## config.mk

```make
export PLATFORM = sky130hd
export DESIGN_NAME = serial_command_clock_decoder
export DESIGN_NICKNAME = d
export VERILOG_FILES = /design/src/scd_pkg.sv /design/src/serial_command_clock_decoder.sv /design/src/scd_text_store.sv /design/src/scd_time.sv /design/src/scd_decode.sv
export VERILOG_INCLUDE_DIRS = /design/src /design/src/src
export SDC_FILE = /design/constraint.sdc
export NUM_CORES = 1
export LEC_CHECK = 0
export BUFFER_PORTS_ARGS = -buffer_cell sky130_fd_sc_hd__clkbuf_2
export CAP_MARGIN = 10
export CORE_MARGIN = 4
export CORE_UTILIZATION = 50
export CTS_CLUSTER_DIAMETER = 120
export DETAILED_ROUTE_END_ITERATION = 10
export PLACE_DENSITY = 0.68
export SYNTH_ARGS = -nofsm -noshare
export SYNTH_HDL_FRONTEND = slang
export SYNTH_SLANG_ARGS = --single-unit
```

## constraint.sdc

```tcl
create_clock -name clk -period 4 [get_ports clk]
set_clock_uncertainty 0.1 [all_clocks]
set_input_delay 0.2 -clock clk [delete_from_list [all_inputs] [get_ports clk]]
set_output_delay 0.2 -clock clk [all_outputs]
set_load 0.02 [all_outputs]
```

## src/serial_command_clock_decoder_macros.svh

```systemverilog
// assertion macros for the serial command clock decoder
// used by the top level only; expects clk and rst_n in scope
`ifndef SERIAL_COMMAND_CLOCK_DECODER_MACROS_SVH
`define SERIAL_COMMAND_CLOCK_DECODER_MACROS_SVH

// same-cycle implication, checked outside reset
`define SCD_ASSERT_NOW(label, ante, cons) \
  label: assert property (@(posedge clk) disable iff (!rst_n) (ante) |-> (cons)) \
    else $error("scd check failed: same cycle");

// next-cycle implication, checked outside reset
`define SCD_ASSERT_NEXT(label, ante, cons) \
  label: assert property (@(posedge clk) disable iff (!rst_n) (ante) |=> (cons)) \
    else $error("scd check failed: next cycle");

`endif

```

## src/scd_pkg.sv

```systemverilog
// shared types, codes and constants for the serial command clock decoder
// no dependencies
package scd_pkg;

  localparam int TEXT_CAP   = 20;
  localparam int LINE_WIDTH = 20;
  localparam int CNT_W      = $clog2(TEXT_CAP);
  localparam int COL_W      = $clog2(LINE_WIDTH);
  localparam int IDX_W      = 5;
  localparam int CMP_W      = (CNT_W > IDX_W) ? CNT_W : IDX_W;

  // command codes
  localparam logic [1:0] CMD_BYTE = 2'd0;
  localparam logic [1:0] CMD_TICK = 2'd1;
  localparam logic [1:0] CMD_READ = 2'd2;

  // serial command bytes
  localparam logic [7:0] BYTE_CLOCK = 8'd60;   // '<'
  localparam logic [7:0] BYTE_TEXT  = 8'd123;  // '{'
  localparam logic [7:0] BYTE_CLEAR = 8'd62;   // '>'
  localparam logic [7:0] BYTE_END   = 8'd125;  // '}'
  localparam logic [7:0] TONE_MAX   = 8'd7;

  // ascii digits
  localparam logic [7:0] ASCII_0 = 8'd48;
  localparam logic [7:0] ASCII_2 = 8'd50;
  localparam logic [7:0] ASCII_3 = 8'd51;
  localparam logic [7:0] ASCII_5 = 8'd53;
  localparam logic [7:0] ASCII_9 = 8'd57;

  localparam logic [2:0] SET_DIGITS = 3'd6;

  typedef enum logic [1:0] {
    MODE_IDLE,
    MODE_CLOCK,
    MODE_TEXT
  } mode_t;

  typedef enum logic [2:0] {
    EV_NONE,
    EV_CHAR,
    EV_CLEAR,
    EV_TONE,
    EV_COMMIT,
    EV_TIME,
    EV_READ
  } event_t;

  typedef enum logic [2:0] {
    DIG_HT,
    DIG_HU,
    DIG_MT,
    DIG_MU,
    DIG_ST,
    DIG_SU
  } digit_sel_t;

  typedef struct packed {
    logic       clear;
    logic       capture;
    logic [7:0] data;
  } text_ctl_t;

  typedef struct packed {
    logic       tick;
    logic       set;
    digit_sel_t sel;
    logic [7:0] data;
  } time_ctl_t;

  typedef struct packed {
    logic [7:0] ht;
    logic [7:0] hu;
    logic [7:0] mt;
    logic [7:0] mu;
    logic [7:0] st;
    logic [7:0] su;
  } clock_digits_t;

  typedef struct packed {
    event_t     ev;
    logic [4:0] column;
    logic [7:0] char_code;
    logic [2:0] tone;
    logic [4:0] text_length;
  } dec_res_t;

endpackage

```

## src/serial_command_clock_decoder.sv

```systemverilog
// top level of the serial command clock decoder: input and result registers
// depends on scd_pkg, scd_decode, scd_text_store, scd_time and the macro header
//
//  channel  | dir | handshake          | payload
//  ---------+-----+--------------------+--------------------------------------
//  in_      | in  | in_tvalid/tready   | tuser cmd, tdata rx_byte, text_index
//  out_     | out | out_tvalid/tready  | tuser event, tdata result fields
//
// one word per cycle while out_tready holds high; an accepted word waits in the
// input register, and its result word is registered in the result register
// the single decode pass between those two registers is combinational
// rst_n is synchronous: mode idle, counts zero, clock 23:59:00, no stored text
// a stalled result holds in the output register while one more word waits
// in the input register; in_tready falls only when both are full
`include "serial_command_clock_decoder_macros.svh"

module serial_command_clock_decoder import scd_pkg::*; (
  input  logic        clk,
  input  logic        rst_n,
  input  logic        in_tvalid,
  output logic        in_tready,
  input  logic [1:0]  in_tuser,   // cmd
  input  logic [15:0] in_tdata,   // rx_byte[7:0], text_index[12:8], zero pad
  output logic        out_tvalid,
  input  logic        out_tready,
  output logic [2:0]  out_tuser,  // event_res
  // column[4:0], char_code[12:5], tone[15:13], text_length[20:16],
  // hour_tens[28:21], hour_units[36:29], minute_tens[44:37],
  // minute_units[52:45], second_tens[60:53], second_units[68:61], zero pad
  output logic [71:0] out_tdata
);

  // input register stage
  logic             s1_valid_r;
  logic [1:0]       s1_cmd_r;
  logic [7:0]       s1_byte_r;
  logic [IDX_W-1:0] s1_idx_r;
  logic             s1_fire;
  logic             in_fire;

  // result register stage
  logic        out_valid_r;
  logic [2:0]  out_user_r;
  logic [71:0] out_data_r;
  logic [71:0] out_data_nxt;

  text_ctl_t        text_ctl;
  time_ctl_t        time_ctl;
  dec_res_t         res;
  clock_digits_t    digits;
  clock_digits_t    shown;
  logic [7:0]       rd_data;
  logic [CNT_W-1:0] text_count;

  // decode runs whenever the result register is free or being drained
  assign s1_fire   = s1_valid_r && (!out_valid_r || out_tready);
  assign in_tready = !s1_valid_r || s1_fire;
  assign in_fire   = in_tvalid && in_tready;

  always_ff @(posedge clk) begin
    if (!rst_n) begin
      s1_valid_r <= 1'b0;
    end else if (in_tready) begin
      s1_valid_r <= in_tvalid;
    end
  end

  always_ff @(posedge clk) begin
    if (in_fire) begin
      s1_cmd_r  <= in_tuser;
      s1_byte_r <= in_tdata[7:0];
      s1_idx_r  <= in_tdata[12:8];
    end
  end

  scd_decode u_decode (
    .clk        (clk),
    .rst_n      (rst_n),
    .fire       (s1_fire),
    .cmd        (s1_cmd_r),
    .rx_byte    (s1_byte_r),
    .rd_data    (rd_data),
    .text_count (text_count),
    .text_ctl   (text_ctl),
    .time_ctl   (time_ctl),
    .res        (res)
  );

  scd_text_store u_text (
    .clk     (clk),
    .rst_n   (rst_n),
    .fire    (s1_fire),
    .ctl     (text_ctl),
    .rd_idx  (s1_idx_r),
    .rd_data (rd_data),
    .count   (text_count)
  );

  scd_time u_time (
    .clk    (clk),
    .rst_n  (rst_n),
    .fire   (s1_fire),
    .ctl    (time_ctl),
    .digits (digits)
  );

  // digits are reported as they stood before the advance, only on a tick
  assign shown = (res.ev == EV_TIME) ? digits : '0;

  assign out_data_nxt = {3'b000, shown.su, shown.st, shown.mu, shown.mt, shown.hu,
                         shown.ht, res.text_length, res.tone, res.char_code,
                         res.column};

  always_ff @(posedge clk) begin
    if (!rst_n) begin
      out_valid_r <= 1'b0;
    end else if (s1_fire) begin
      out_valid_r <= 1'b1;
    end else if (out_tready) begin
      out_valid_r <= 1'b0;
    end
  end

  always_ff @(posedge clk) begin
    if (s1_fire) begin
      out_user_r <= res.ev;
      out_data_r <= out_data_nxt;
    end
  end

  assign out_tvalid = out_valid_r;
  assign out_tuser  = out_user_r;
  assign out_tdata  = out_data_r;

  // an empty result register must never block the input side
  `SCD_ASSERT_NOW(a_ready_when_drained, !out_valid_r, in_tready)
  // a decoded word always lands in the result register
  `SCD_ASSERT_NEXT(a_fire_gives_result, s1_fire, out_tvalid)
  // the fill count never reaches the store depth
  `SCD_ASSERT_NOW(a_count_bound, 1'b1, 32'(text_count) < 32'(TEXT_CAP))
  // displayed characters only ever land on the line
  `SCD_ASSERT_NOW(a_column_bound, out_tvalid && (out_tuser == EV_CHAR), 32'(out_tdata[4:0]) < 32'(LINE_WIDTH))

endmodule

```

## src/scd_text_store.sv

```systemverilog
// text capture store with fill count and guarded read port
// depends on scd_pkg
module scd_text_store import scd_pkg::*; (
  input  logic             clk,
  input  logic             rst_n,
  input  logic             fire,
  input  text_ctl_t        ctl,
  input  logic [IDX_W-1:0] rd_idx,
  output logic [7:0]       rd_data,
  output logic [CNT_W-1:0] count
);

  logic [7:0]       store_r [TEXT_CAP];
  logic [CNT_W-1:0] count_r;
  logic [CNT_W-1:0] count_nxt;
  logic             room;
  logic             wr_en;
  logic             hit;

  assign room  = count_r < CNT_W'(TEXT_CAP - 1);
  assign wr_en = fire && ctl.capture && room;

  always_comb begin
    count_nxt = count_r;
    if (fire && ctl.clear) begin
      count_nxt = '0;
    end else if (wr_en) begin
      count_nxt = count_r + 1'b1;
    end
  end

  always_ff @(posedge clk) begin
    if (!rst_n) begin
      count_r <= '0;
    end else begin
      count_r <= count_nxt;
    end
  end

  always_ff @(posedge clk) begin
    if (wr_en) begin
      store_r[count_r] <= ctl.data;
    end
  end

  // entries at or past the count read as zero
  assign hit     = CMP_W'(rd_idx) < CMP_W'(count_r);
  assign rd_data = hit ? store_r[CNT_W'(rd_idx)] : 8'd0;
  assign count   = count_r;

endmodule

```

## src/scd_time.sv

```systemverilog
// ascii time-of-day digits with load and one-second advance
// depends on scd_pkg
module scd_time import scd_pkg::*; (
  input  logic          clk,
  input  logic          rst_n,
  input  logic          fire,
  input  time_ctl_t     ctl,
  output clock_digits_t digits
);

  clock_digits_t digits_r;
  clock_digits_t digits_nxt;
  clock_digits_t adv;
  logic          c_su;
  logic          c_st;
  logic          c_mu;
  logic          c_mt;
  logic          day_wrap;

  // carry chain on raw codes, 8-bit wrap
  always_comb begin
    adv      = digits_r;
    c_su     = digits_r.su == ASCII_9;
    c_st     = c_su && (digits_r.st == ASCII_5);
    c_mu     = c_st && (digits_r.mu == ASCII_9);
    c_mt     = c_mu && (digits_r.mt == ASCII_5);
    day_wrap = (digits_r.hu == ASCII_3) && (digits_r.ht == ASCII_2);
    adv.su   = c_su ? ASCII_0 : digits_r.su + 8'd1;
    if (c_su) begin
      adv.st = (digits_r.st == ASCII_5) ? ASCII_0 : digits_r.st + 8'd1;
    end
    if (c_st) begin
      adv.mu = (digits_r.mu == ASCII_9) ? ASCII_0 : digits_r.mu + 8'd1;
    end
    if (c_mu) begin
      adv.mt = (digits_r.mt == ASCII_5) ? ASCII_0 : digits_r.mt + 8'd1;
    end
    if (c_mt) begin
      if (day_wrap) begin
        adv.ht = ASCII_0;
        adv.hu = ASCII_0;
      end else if (digits_r.hu == ASCII_9) begin
        adv.ht = digits_r.ht + 8'd1;
        adv.hu = ASCII_0;
      end else begin
        adv.hu = digits_r.hu + 8'd1;
      end
    end
  end

  always_comb begin
    digits_nxt = digits_r;
    if (fire && ctl.set) begin
      unique case (ctl.sel)
        DIG_HT:  digits_nxt.ht = ctl.data;
        DIG_HU:  digits_nxt.hu = ctl.data;
        DIG_MT:  digits_nxt.mt = ctl.data;
        DIG_MU:  digits_nxt.mu = ctl.data;
        DIG_ST:  digits_nxt.st = ctl.data;
        DIG_SU:  digits_nxt.su = ctl.data;
        default: digits_nxt = digits_r;
      endcase
    end else if (fire && ctl.tick) begin
      digits_nxt = adv;
    end
  end

  always_ff @(posedge clk) begin
    if (!rst_n) begin
      digits_r.ht <= ASCII_2;
      digits_r.hu <= ASCII_3;
      digits_r.mt <= ASCII_5;
      digits_r.mu <= ASCII_9;
      digits_r.st <= ASCII_0;
      digits_r.su <= ASCII_0;
    end else begin
      digits_r <= digits_nxt;
    end
  end

  assign digits = digits_r;

endmodule

```

## src/scd_decode.sv

```systemverilog
// command decoder: mode machine, clock-set counter and display column
// depends on scd_pkg
module scd_decode import scd_pkg::*; (
  input  logic             clk,
  input  logic             rst_n,
  input  logic             fire,
  input  logic [1:0]       cmd,
  input  logic [7:0]       rx_byte,
  input  logic [7:0]       rd_data,
  input  logic [CNT_W-1:0] text_count,
  output text_ctl_t        text_ctl,
  output time_ctl_t        time_ctl,
  output dec_res_t         res
);

  mode_t            mode_r;
  mode_t            mode_nxt;
  logic [2:0]       set_count_r;
  logic [2:0]       set_count_nxt;
  logic [COL_W-1:0] col_r;
  logic [COL_W-1:0] col_nxt;

  logic is_byte;
  logic b_clock;
  logic b_text;
  logic b_clear;
  logic b_tone;
  logic b_cmd;

  assign is_byte = cmd == CMD_BYTE;
  assign b_clock = rx_byte == BYTE_CLOCK;
  assign b_text  = rx_byte == BYTE_TEXT;
  assign b_clear = rx_byte == BYTE_CLEAR;
  assign b_tone  = rx_byte <= TONE_MAX;
  assign b_cmd   = b_clock || b_text || b_clear || b_tone;

  // next state
  always_comb begin
    mode_nxt      = mode_r;
    set_count_nxt = set_count_r;
    col_nxt       = col_r;
    if (is_byte) begin
      if (b_clock) begin
        mode_nxt      = MODE_CLOCK;
        set_count_nxt = SET_DIGITS;
      end else if (b_text) begin
        mode_nxt = MODE_TEXT;
      end else if (b_clear) begin
        mode_nxt = MODE_IDLE;
        col_nxt  = '0;
      end else if (b_tone) begin
        mode_nxt = MODE_IDLE;
      end else begin
        unique case (mode_r)
          MODE_CLOCK: begin
            if (set_count_r <= 3'd1) begin
              set_count_nxt = '0;
              mode_nxt      = MODE_IDLE;
            end else begin
              set_count_nxt = set_count_r - 3'd1;
            end
          end
          MODE_TEXT: begin
            if (rx_byte == BYTE_END) begin
              mode_nxt = MODE_IDLE;
            end
          end
          default: begin
            col_nxt = (col_r == COL_W'(LINE_WIDTH - 1)) ? '0 : col_r + 1'b1;
          end
        endcase
      end
    end
  end

  // outputs
  always_comb begin
    res      = '0;
    res.ev   = EV_NONE;
    text_ctl = '0;
    time_ctl = '0;
    time_ctl.sel = DIG_SU;
    unique case (cmd)
      CMD_BYTE: begin
        if (b_text) begin
          text_ctl.clear = 1'b1;
        end else if (b_clear) begin
          res.ev = EV_CLEAR;
        end else if (b_tone) begin
          res.ev   = EV_TONE;
          res.tone = rx_byte[2:0];
        end else if (!b_cmd) begin
          unique case (mode_r)
            MODE_CLOCK: begin
              time_ctl.set  = 1'b1;
              time_ctl.data = rx_byte;
              unique case (set_count_r)
                3'd6:    time_ctl.sel = DIG_HT;
                3'd5:    time_ctl.sel = DIG_HU;
                3'd4:    time_ctl.sel = DIG_MT;
                3'd3:    time_ctl.sel = DIG_MU;
                3'd2:    time_ctl.sel = DIG_ST;
                default: time_ctl.sel = DIG_SU;
              endcase
            end
            MODE_TEXT: begin
              if (rx_byte == BYTE_END) begin
                res.ev          = EV_COMMIT;
                res.text_length = 5'(text_count);
              end else begin
                text_ctl.capture = 1'b1;
                text_ctl.data    = rx_byte;
              end
            end
            default: begin
              res.ev        = EV_CHAR;
              res.column    = 5'(col_r);
              res.char_code = rx_byte;
            end
          endcase
        end
      end
      CMD_TICK: begin
        res.ev        = EV_TIME;
        time_ctl.tick = 1'b1;
      end
      CMD_READ: begin
        res.ev        = EV_READ;
        res.char_code = rd_data;
      end
      default: res.ev = EV_NONE;
    endcase
  end

  always_ff @(posedge clk) begin
    if (!rst_n) begin
      mode_r      <= MODE_IDLE;
      set_count_r <= '0;
      col_r       <= '0;
    end else if (fire) begin
      mode_r      <= mode_nxt;
      set_count_r <= set_count_nxt;
      col_r       <= col_nxt;
    end
  end

endmodule

```

; Word-level counts from Yosys, hierarchy flattened
; Memories as Yosys holds them, arrays and structs flattened. A register that Yosys moved wholly into a read port is not among the register bits.
; Cells that the tools add are included.
[totals]
output_inout_bits = 77
ram_bits = 160
mem_count = 1
regBits = 152
[memory_table]
columns = name, depth, word_bits, read_ports, rd_clocked_by_memory_dff, write_ports, line
row1 = u_text.store_r, 20, 8, 1, 1, 1, scd_text_store.sv:13  ; logic [7:0] store_r [TEXT_CAP];
[op_classes]
n_eq_ne = 40
bitwise_logic = 7
addsub = 9
order_cmp = 4
muxes = 74
reduce_logical = 43
[op_table]
columns = cell, n
row1 = $mux 8, 16
row2 = $mux 48, 2
row3 = $eq 8x6->1 const B, 9
row4 = $mux 12, 6
row5 = $mux 9, 6
row6 = $add 8x1->8 const B, 6
row7 = $mux 16, 3
row8 = $mux 5, 9
row9 = $mux 3, 10
row10 = $mux 13, 2
row11 = $mux 24, 1
row12 = $mux 21, 1
row13 = $eq 3x3->1 const B, 6
row14 = $eq 8x7->1 const B, 2
row15 = $pmux 8 s2, 1
row16 = $pmux 3 s5, 1
row17 = $reduce_bool 2->1, 7
row18 = $reduce_or 7->1, 2
row19 = $eq 3x2->1 const B, 4
row20 = $mux 2, 6
row21 = $ne 2x2->1 const B, 6
row22 = $ne 6x1->1 const B, 2
row23 = $reduce_and 3->1, 4
row24 = $reduce_and 6->1, 2
row25 = 29 further kinds, 63

; Logic depth before layout (Yosys ltp)
[logic_depth]
depth_word = 13
ltp_mapped = 10
depth_no_buf = 8

; Hierarchy
; Synthesis repeated with hierarchy kept, for this count alone.
[unflattened]
hier_cells = 1056
area_unflattened_um2 = 14108.5
[modules_own_cells]
columns = module, area_each_um2, cells_per_inst, instances, seq_area_each_um2
row1 = scd_text_store, 6655.1, 329, 1, 4904.7
row2 = serial_command_clock_decoder, 3144.3, 154, 1, 2652.5
row3 = scd_time, 3006.6, 393, 1, 960.9
row4 = scd_decode, 1302.5, 180, 1, 200.2

; Worst setup path after synthesis
; OpenSTA, ideal clock, no wires.
[synth_path]
kind = flip-flop to flip-flop
from = register s1_cmd_r[1]
to = memory u_text.store_r[0][0] (data pin)
path_stages_with_launch = 6
path_buffers = 1
required_time_ns = 3.482
slack_ns = 1.110
t_arrival_ns = 2.371
setup_time_ns = 0.418
path_cell_list = edfxtp_1 > inv_1 > ha_1 > clkbuf_1 > a21bo_2 > nor4_1
[synth_rtl]
columns = item, line
row1 = from (decl), serial_command_clock_decoder.sv:35  ; logic [1:0] s1_cmd_r;
row2 = from (signal assigned), serial_command_clock_decoder.sv:70  ; s1_cmd_r <= in_tuser;
row3 = to (decl), scd_text_store.sv:13

; Worst setup path in the final report
[layout_path]
from = register s1_cmd_r[1]
to = memory u_text.store_r[9][1] (enable)
[layout_between]
elab_chain_cells = 6
[layout_rtl]
columns = item, line
row1 = $logic_not 2->1, scd_decode.sv:83  ; unique case (cmd)
row2 = $mux 10, scd_decode.sv:83
row3 = $logic_and 1x1->1 (2 in a row), scd_text_store.sv:21  ; assign wr_en = fire && ctl.capture && room;
row4 = $mux 1, scd_text_store.sv:41  ; if (wr_en) begin
row5 = $mux 1 (not written as such), scd_text_store.sv:42  ; store_r[count_r] <= ctl.data;
; Every way passes these cells.

==> results.sh <==
export IMPL_clock_latency_ns=0.51
export IMPL_hp_class="primary input to register"
export IMPL_synth_top_area_share_pct=52.3
export IMPL_drv_slew=0
export IMPL_gr_total_overflow=0
export IMPL_cts_resized=0
export IMPL_numPortBuffers=92
export IMPL_core_um2=27900
export IMPL_dp_cells=1518
export IMPL_cts_sinks=317
export IMPL_worst_pin_slew_ns=1.03
export IMPL_fin_setup_tns_ns=0
export IMPL_whs_path_depth=3
export IMPL_max_slew_margin_rel_pct=31.4
export IMPL_drt_iter0_drc=818
export IMPL_cap_violations=0
export IMPL_async_flop_share_pct=0
export IMPL_place_congestion=0.910
export IMPL_worstPathMaxFanout=9
export IMPL_synth_edf_count=247
export IMPL_netlist_area_um2=14200
export IMPL_hold_ws_ns=0.0608
export IMPL_cp_start_kind="register"
export IMPL_period_share_pct=88.0
export IMPL_pre_cts_slack_ns=0.533
export IMPL_crit_type="register to register"
export IMPL_clk_pin_slew_ns=0.06
export IMPL_drc=0
export IMPL_wl_um=33300
export IMPL_ys_top_cells_by_area="edfxtp_1 52%, dfxtp_1 9.9%, mux4_2 6.7%"
export IMPL_firstDrtPassIters=7
export IMPL_drive_gt1_share_pct=21.8
export IMPL_seq_area_frac_synth_pct=62.2
export IMPL_ff2ff_path_depth=8
export IMPL_fmax_ghz=0.284
export IMPL_fp_dieW_um=176
export IMPL_dieHeight_um=176
export IMPL_synth_seq_cells=317
export IMPL_finalHoldViolCount=0
export IMPL_cp_end_kind="register"
export IMPL_rsz0062_at_grt="false"
export IMPL_cts_hold_buf=17
export IMPL_powerDensity_nw_per_um2=432
export IMPL_worst_slack_ns=0.478
export IMPL_vias=9247
export IMPL_ir_drop_mv=0.383
export IMPL_fillers=2169
export IMPL_root_buffer="clkbuf_16"
export IMPL_grt_usage_pct=21.5
export IMPL_syn_to_final_growth_pct=16.1
export IMPL_fin_crit_ns=3.52
export IMPL_fin_nets=1247
export IMPL_setup_violations=0
export IMPL_h_tree_depth=2
export IMPL_synthFlopType="edfxtp_1"
export IMPL_n_antenna_cell=0
export IMPL_yosys_cell_types_count=86
export IMPL_instances_no_fill=1595
export IMPL_netlist_instances=1055
export IMPL_p_leak_nw=5.86
export IMPL_avgSynthCellArea_um2=13.4
export IMPL_grt_antenna_before_repair=0
export IMPL_cts_tree="built"
export IMPL_dp_hpwl_um=21900
export IMPL_cts_buffers=34
export IMPL_avgRoutedWirePerCell_um=20.9
export IMPL_grt_pass1_vias=9210
export IMPL_crit_arrival_ns=3.56
export IMPL_synth_warnings=0
export IMPL_rows=61
export IMPL_viasPerCell=5.80
export IMPL_postCtsSetupBuffers=0
export IMPL_worstPathRequired_ns=4.04
export IMPL_ant_nets=0
export IMPL_synth_top_area_cell="edfxtp_1"
export IMPL_grt_max_degree=49
export IMPL_die_area_um2=31100
export IMPL_grt_pass1_wl_um=52400
export IMPL_io_pins=99
export IMPL_start_util_pct=50.9
export IMPL_status="complete, no violations"
export IMPL_clk_path_buf_depth=3
-- where the power goes --
group	switching, W	leakage [nW]	internal, W	total (W)
logic	0.000225	2.53	0.000165	0.000390
registers	0.0000400	2.80	0.00357	0.00361
clock network	0.00123	0.538	0.00190	0.00312
total	0.00149	5.86	0.00563	0.00712
-- cell usage after synthesis (7+ instances only) --
library cell	number
inv_1	30
dfxtp_1	70
a21oi_1	48
mux4_2	42
edfxtp_1	247
o21ai_1	22
and3_1	16
a22o_1	8
mux2i_1	11
buf_2	15
nor3b_1	7
a21o_1	8
nand2b_1	9
nand3_1	22
nand4_1	18
o21ai_0	33
nor2_1	87
nor4_1	8
and2_1	68
mux2_2	13
ha_1	32
nor3_1	15
nand2_1	53
o31ai_1	12
buf_4	8
clkbuf_1	17
a31oi_1	8
-- registers in the layout (all words and copies together) (netlist names), named ones only --
register              cells
out_tdata                69
out_tuser                 3
out_tvalid                1
s1_byte_r                 8
s1_cmd_r                  2
s1_idx_r                  5
s1_valid_r                1
u_decode.col_r            5
u_decode.mode_r           2
u_decode.set_count_r      3
u_text.count              5
u_text.store_r          160
u_time.digits            48
-- metal layers --
metal	wire length [um]	global-route usage (%)
met1	13600	28.3
met2	16800	37.2
met3	1910	3.32
met4	941	6.77
met5	0	0
-- critical path, cell delays in order (launching register included) --
cell and delay [ns]:
edfxtp_1 0.47, inv_1 0.15, ha_1 0.34, nand2_1 0.17
a211oi_1 0.45, nand2_1 0.20, nor3_2 0.35, nand2_1 0.27
nor2_1 0.64
-- layout by cell type, fill, tap and decap left out, types with 8 or more instances in the layout --
cell             n
buf_4           38
o31ai_1         12
nand2b_1         9
o21ai_1         22
mux2i_1         11
a21o_1           8
and3_1          16
clkbuf_2        92
a22o_1           8
dlygate4sd3_1   17
nor2_1          87
inv_1           30
ha_1            32
o21ai_0         33
edfxtp_1       247
dfxtp_1         69
mux4_2          42
a31oi_1          8
nor3_1          15
a21oi_1         48
mux2_2          13
and2_1          67
nand4_1         18
nand3_1         22
nand2_1         53
clkbuf_16       35
-- per-stage QoR --
stage | util (%) | power, W | area, um2
after global routing | 59.1 | 0.00736 | 16500
after detailed placement | 54.5 | 0.00406 | 15200
after floorplan | - | 0.00394 | 14200
after CTS | 59.1 | 0.00718 | 16500
after global placement | 54.5 | 0.00406 | 15200
final | 59.1 | 0.00712 | 16500
-- final cells by class --
cell class,count,area (um2),share of cell area (%)
clock buffers,44,930,5.64
flip-flops and latches,317,8820,53.5
clock inverters,16,178,1.08
repair buffers,148,936,5.68
inverters,30,113,0.684
multi-input cells,662,5020,30.5
well taps,378,473,2.87
-- logic make-up after synthesis --
family	share of synthesized area (%)
AND/OR/NAND/NOR	13.4
flip-flops	62.2
AO/OA/AOI/OAI	10.1
buffers and inverters	2.58
multiplexers	8.48
adder cells (fa/ha/maj)	2.82
XOR/XNOR	0.432
other	0.0264
-- final timing paths --
kind                              startpoint                         endpoint  slack, ns
min reg2reg  u_decode.mode_r[1]$_SDFFE_PN0P_  u_decode.mode_r[1]$_SDFFE_PN0P_       0.38
min                                    rst_n   u_time.digits[13]$_SDFFE_PN1P_       0.06
max                    s1_cmd_r[1]$_DFFE_PP_   u_text.store_r[9][1]$_DFFE_PP_       0.48
max reg2reg            s1_cmd_r[1]$_DFFE_PP_   u_text.store_r[9][1]$_DFFE_PP_       0.48
Note: power is estimated with default switching activity, not from simulation.
